<file path="src/hw/rtl/pkl_pkg.sv">
// ----------------------------------------------------------------------------
// pkl_pkg
// Shared types and constants for the per-key concurrency limiter.
// ----------------------------------------------------------------------------
`default_nettype none
package pkl_pkg;
   localparam int unsigned TABLE_ENTRIES_DEF = 256;
   localparam int unsigned KEY_BITS_DEF      = 64;
   localparam int unsigned KEY_MAX_BITS      = 64;
   localparam int unsigned CSR_IDX_W         = 1;
   localparam int unsigned CSR_DATA_W        = 16;
   localparam logic [15:0] MAX_CONNS_RST     = 16'd1;
   localparam logic [9:0]  REJECT_STATUS_RST = 10'd503;

   typedef enum logic [CSR_IDX_W-1:0] {
      CSR_MAX_CONNS     = 1'b0,
      CSR_REJECT_STATUS = 1'b1
   } csr_index_type;

   typedef enum logic [2:0] {
      V_NEW      = 3'd0,
      V_ALLOWED  = 3'd1,
      V_OVER     = 3'd2,
      V_FULL     = 3'd3,
      V_NOKEY    = 3'd4,
      V_RELEASED = 3'd5,
      V_FREED    = 3'd6,
      V_UNKNOWN  = 3'd7
   } verdict_type;

   typedef enum logic [1:0] {
      ST_IDLE,
      ST_SCAN,
      ST_UPDATE
   } eng_state_type;

   typedef struct packed {
      logic                    op;
      logic                    present;
      logic [KEY_MAX_BITS-1:0] key;
   } item_type;

   typedef struct packed {
      logic        vld;
      item_type    item;
   } head_type;

   typedef struct packed {
      logic [15:0] max_conns;
      logic [9:0]  reject_status;
   } cfg_type;

   typedef struct packed {
      logic        vld;
      verdict_type verdict;
      logic [15:0] count_after;
      logic [9:0]  http_status;
   } result_type;
endpackage
`default_nettype wire

</file>
<file path="src/hw/rtl/pkl_front.sv">
// ----------------------------------------------------------------------------
// pkl_front
// Accepts requests, masks the key and holds them in a two-entry queue.
// ----------------------------------------------------------------------------
`default_nettype none
module pkl_front import pkl_pkg::*; #(
   parameter int unsigned KEY_BITS = KEY_BITS_DEF
) (
   input  wire logic                    clock,
   input  wire logic                    reset,
   input  wire logic                    start,
   output logic                         busy,
   input  wire logic                    req_op,
   input  wire logic                    req_key_present,
   input  wire logic [KEY_MAX_BITS-1:0] req_client_key,
   input  wire logic                    pop,
   output head_type                     head
);
   localparam logic [KEY_MAX_BITS-1:0] KEY_MASK = {KEY_MAX_BITS{1'b1}} >> (KEY_MAX_BITS - KEY_BITS);

   item_type    q_ff [2];
   logic        wr_ptr_ff, wr_ptr_in;
   logic        rd_ptr_ff, rd_ptr_in;
   logic [1:0]  cnt_ff, cnt_in;
   logic        accept;

   assign busy   = (cnt_ff == 2'd2);
   assign accept = start && !busy;

   always_comb begin
      wr_ptr_in = wr_ptr_ff ^ accept;
      rd_ptr_in = rd_ptr_ff ^ pop;
      cnt_in    = cnt_ff + {1'b0, accept} - {1'b0, pop};
   end

   always_ff @(posedge clock) begin
      if (reset) begin
         wr_ptr_ff <= 1'b0;
         rd_ptr_ff <= 1'b0;
         cnt_ff    <= 2'd0;
      end else begin
         wr_ptr_ff <= wr_ptr_in;
         rd_ptr_ff <= rd_ptr_in;
         cnt_ff    <= cnt_in;
      end
   end

   always_ff @(posedge clock) begin
      if (accept) begin
         q_ff[wr_ptr_ff] <= '{op: req_op, present: req_key_present,
                              key: req_client_key & KEY_MASK};
      end
   end

   assign head.vld  = (cnt_ff != 2'd0);
   assign head.item = q_ff[rd_ptr_ff];
endmodule
`default_nettype wire

</file>
<file path="config.mk">
export PLATFORM = sky130hd
export DESIGN_NAME = pkl_front
export DESIGN_NICKNAME = d
export VERILOG_FILES = /design/src/hw/rtl/pkl_pkg.sv /design/src/hw/rtl/pkl_front.sv
export SDC_FILE = /design/constraint.sdc
export NUM_CORES = 1
export LEC_CHECK = 0
export BUFFER_PORTS_ARGS = -buffer_cell sky130_fd_sc_hd__buf_2
export CORE_UTILIZATION = 40
export CTS_BUF_LIST = sky130_fd_sc_hd__clkbuf_8
export DETAILED_ROUTE_END_ITERATION = 7
export PLACE_DENSITY = 0.69
export SYNTH_ARGS = -nofsm -noshare
export SYNTH_HDL_FRONTEND = slang
export SYNTH_SLANG_ARGS = --single-unit
export TNS_END_PERCENT = 30
</file>
<file path="constraint.sdc">
create_clock -name clock -period 4.13 [get_ports clock]
set_input_delay 1.239 -clock clock [delete_from_list [all_inputs] [get_ports clock]]
set_output_delay 1.239 -clock clock [all_outputs]
set_load 0.01 [all_outputs]
</file>
==> metrics.md <==
| Metric | Value |
|---|---|
| Final wirelength | 8439 um |
| Setup TNS | 0 ns |
| Routability cong. | 0.6574 |
| Final setup viols | 0 |
| Gates resized, CTS repair | 0 |
| Period utilization | 78.83% |
| Final Cell Area | 6381 um2 |
| CTS tree | built |
| Core area | 12210 um2 |
| Final hold vios | 0 |
| First-pass detailed-route iteration total | 4 |
| Static leakage | 2.470 nW |
| Synthesized Nets | 300 |
| Max stage delay on crit path | 0.73 ns |
| Vias in the first global route | 2679 |
| Antenna cell count | 0 |
| Setup CP Type | reg2out |
| CTS max path bufs | 2 |
| Slew margin rel. | 34.89% |
| Mean Syn Cell Area | 22.52 um2 |
| Reg2reg start | cnt_ff[0]$_SDFF_PP0_ |
| Routed Antenna Nets | 0 |
| Worst Tran Pin Value | 0.9766 ns |
| Peak VDD IR | 0.0003538 V |
| Die extent in y | 114.8 um |
| Synth top area share | 77.90% |
| Pwr/cell area | 553.8 nW/um2 |
| Cell taking the most area after synthesis | edfxtp_1 |
| Cell count after synthesis | 226 |
| Post-DP HPWL | 5300 um |
| Initial Utilization | 41.67% |
| Die area | 13180 um2 |
| Site Rows | 40 |
| FF+latch count, synth | 136 |
| Area growth syn-to-layout | 25.40% |
| Antenna violations before repair | 0 |
| Unique masters post-synth | 17 |
| CTS root buf | clkbuf_8 |
| # port buffers | 137 |
| Crit path from | rd_ptr_ff$_SDFF_PP0_ |
| R2R setup slack | 2.14 ns |
| Unrepaired setup endpoints after global routing | no |
| Synth Warn # | 0 |
| Post-layout min period | 3.256 ns |
| Wirelength per Cell | 15.15 um |
| Worst hold path type | reg2reg |
| Total gr overflow | 0 |
| Number of flops mapped to enable cells by yosys | 132 |
| List of most frequent post-synthesis cells | 132 x edfxtp_1, 36 x mux2_2, 30 x mux2_4 |
| Post-CTS Hold Buffers | 0 |
| First-pass GRT wire length | 13030 um |
| Most common cell in the synthesized netlist | edfxtp_1 |
| Clk_lat worst skew | 0.43 ns |
| Via count | 2548 |
| Worst-path maximum fanout | 36 |
| Top_reg_cell synth | edfxtp_1 |
| Hold_sp | cnt_ff[0]$_SDFF_PP0_ |
| Die span in x | 114.8 um |
| Crit path arrival time | 2.02 ns |
| Post-CTS setup buffer count | 0 |
| # nets final | 450 |
| Crit-path cells | buf_12, mux2_2, buf_2 |
| Max Transition Viols Final | 0 |
| Clock slew at reported path FFs | 0.07 ns |
| Drt initial violations | 156 |
| DRC | 0 |
| Synth Cell Area | 5089 um2 |
| Synth async-reset ratio | 0% |
| Buffers & Inverters on Critical Path | 2 |
| Layout Skew | 0.006010 ns |
| I/O pins | 138 |
| Share of cells above drive strength 1 | 60.93% |
| Fmax | 0.3072 GHz |
| Slowest stage cell, crit path | dfxtp_4 |
| Ranking of synthesized cells by area | edfxtp_1 78%, mux2_4 8.9%, mux2_2 8.0% |
| Total of max-cap violations | 0 |
| Sink Count | 136 |
| CTS buffer count | 17 |
| Crit end category | output pin |
| Htree depth | 4 |
| Maximum number of pins on one net before global-route repair | 67 |
| Run status | finished, final reports clean |
| Total Routing Usage GR | 13.72% |
| Placed Area | 5977 um2 |
| Delay-heaviest family, CP | flip-flops |
| Worst Path Required | 2.89 ns |
| Seq/Total Area, Yosys | 79.47% |
| Critical Path Source Type | register |
| Routed vias/inst | 4.575 |
cell type report:
cell class | count | area (um2)
Clock buffer | 22 | 302.8
Clock inverter | 10 | 101.3
Fill cell | 1037 | 5831
Inverter | 3 | 11.26
Multi-Input combinational cell | 80 | 1002
Sequential cell | 136 | 4048
Tap cell | 168 | 210.2
Timing Repair Buffer | 138 | 705.7
worst paths after layout:
path | to | cells past startpoint
worst min register to register | cnt_ff[0]$_SDFF_PP0_ | 2
worst min-delay path | cnt_ff[0]$_SDFF_PP0_ | 2
worst max register to register | q_ff[1][11]$_DFFE_PP_ | 3
worst max-delay path | head[62] | 3
cells by family (layout without fill, tap and decap cells):
logic type | count (synthesis) | after routing | share of synthesized area (%)
simple gates | 8 | 8 | 0.7870
flops | 136 | 136 | 79.47
mux | 66 | 66 | 16.82
buf+inv | 10 | 173 | 1.328
xor+xnor | 2 | 2 | 0.6147
fa+ha+maj | 4 | 4 | 0.9836
placed cells by master, fill, tap and decap left out, drive strengths merged:
cell      Yosys  routed
mux2         66      66
buf           7     138
edfxtp      132     132
or2           1       1
nor2b         1       1
and2          1       1
clkinv        0       3
xnor3         1       1
clkbuf        0      22
xnor2         1       1
dfxtp         4       4
nand2b        1       1
inv           3       6
clkinvlp      0       2
nand2         1       1
bufinv        0       2
ha            4       4
nor2          3       3
per-stage QoR:
step | util [%] | hold slack [ns] | worst slack, ns | total power [mW] | cells
5_1_grt | 52.25 | 0.6573 | 0.7551 | 3.706 | 557
2_1_floorplan | - | 0.5321 | 0.7268 | 2.250 | 226
3_3_place_gp | 48.94 | 0.5835 | 1.337 | 2.482 | 525
3_5_place_dp | 48.94 | 0.6138 | 1.308 | 2.510 | 525
4_1_cts | 52.25 | 0.6307 | 0.8207 | 3.590 | 557
6_report | 52.25 | 0.6391 | 0.8743 | 3.534 | 557
where the power goes:
part | switching (mW) | leakage (nW) | internal [mW]
Combinational | 0.321 | 0.991 | 0.303
Clock | 0.465 | 0.214 | 0.607
Sequential | 0.0662 | 1.26 | 1.77
Total | 0.853 | 2.47 | 2.68
worst register-to-register path, stage by stage, from the launching register on:
cell	delay (ns)
dfxtp_1	0.35
nand2b_1	0.15
and2_1	0.24
ha_4	0.75
layer usage:
layer / up-vias / track usage [%] / part of all wire (%)
met5: - / 0 / 0
met4: 0 / 7.532 / 1.9
met3: 18 / 4.955 / 5.8
met2: 93 / 22.87 / 50
met1: 1250 / 15.42 / 42
li1: 1187 / - / -
state kept, by name (all words and copies together) (netlist names):
register / flops
q_ff: 132
wr_ptr_ff: 1
rd_ptr_ff: 1
cnt_ff: 2
Note: power is estimated with default switching activity, not from simulation.
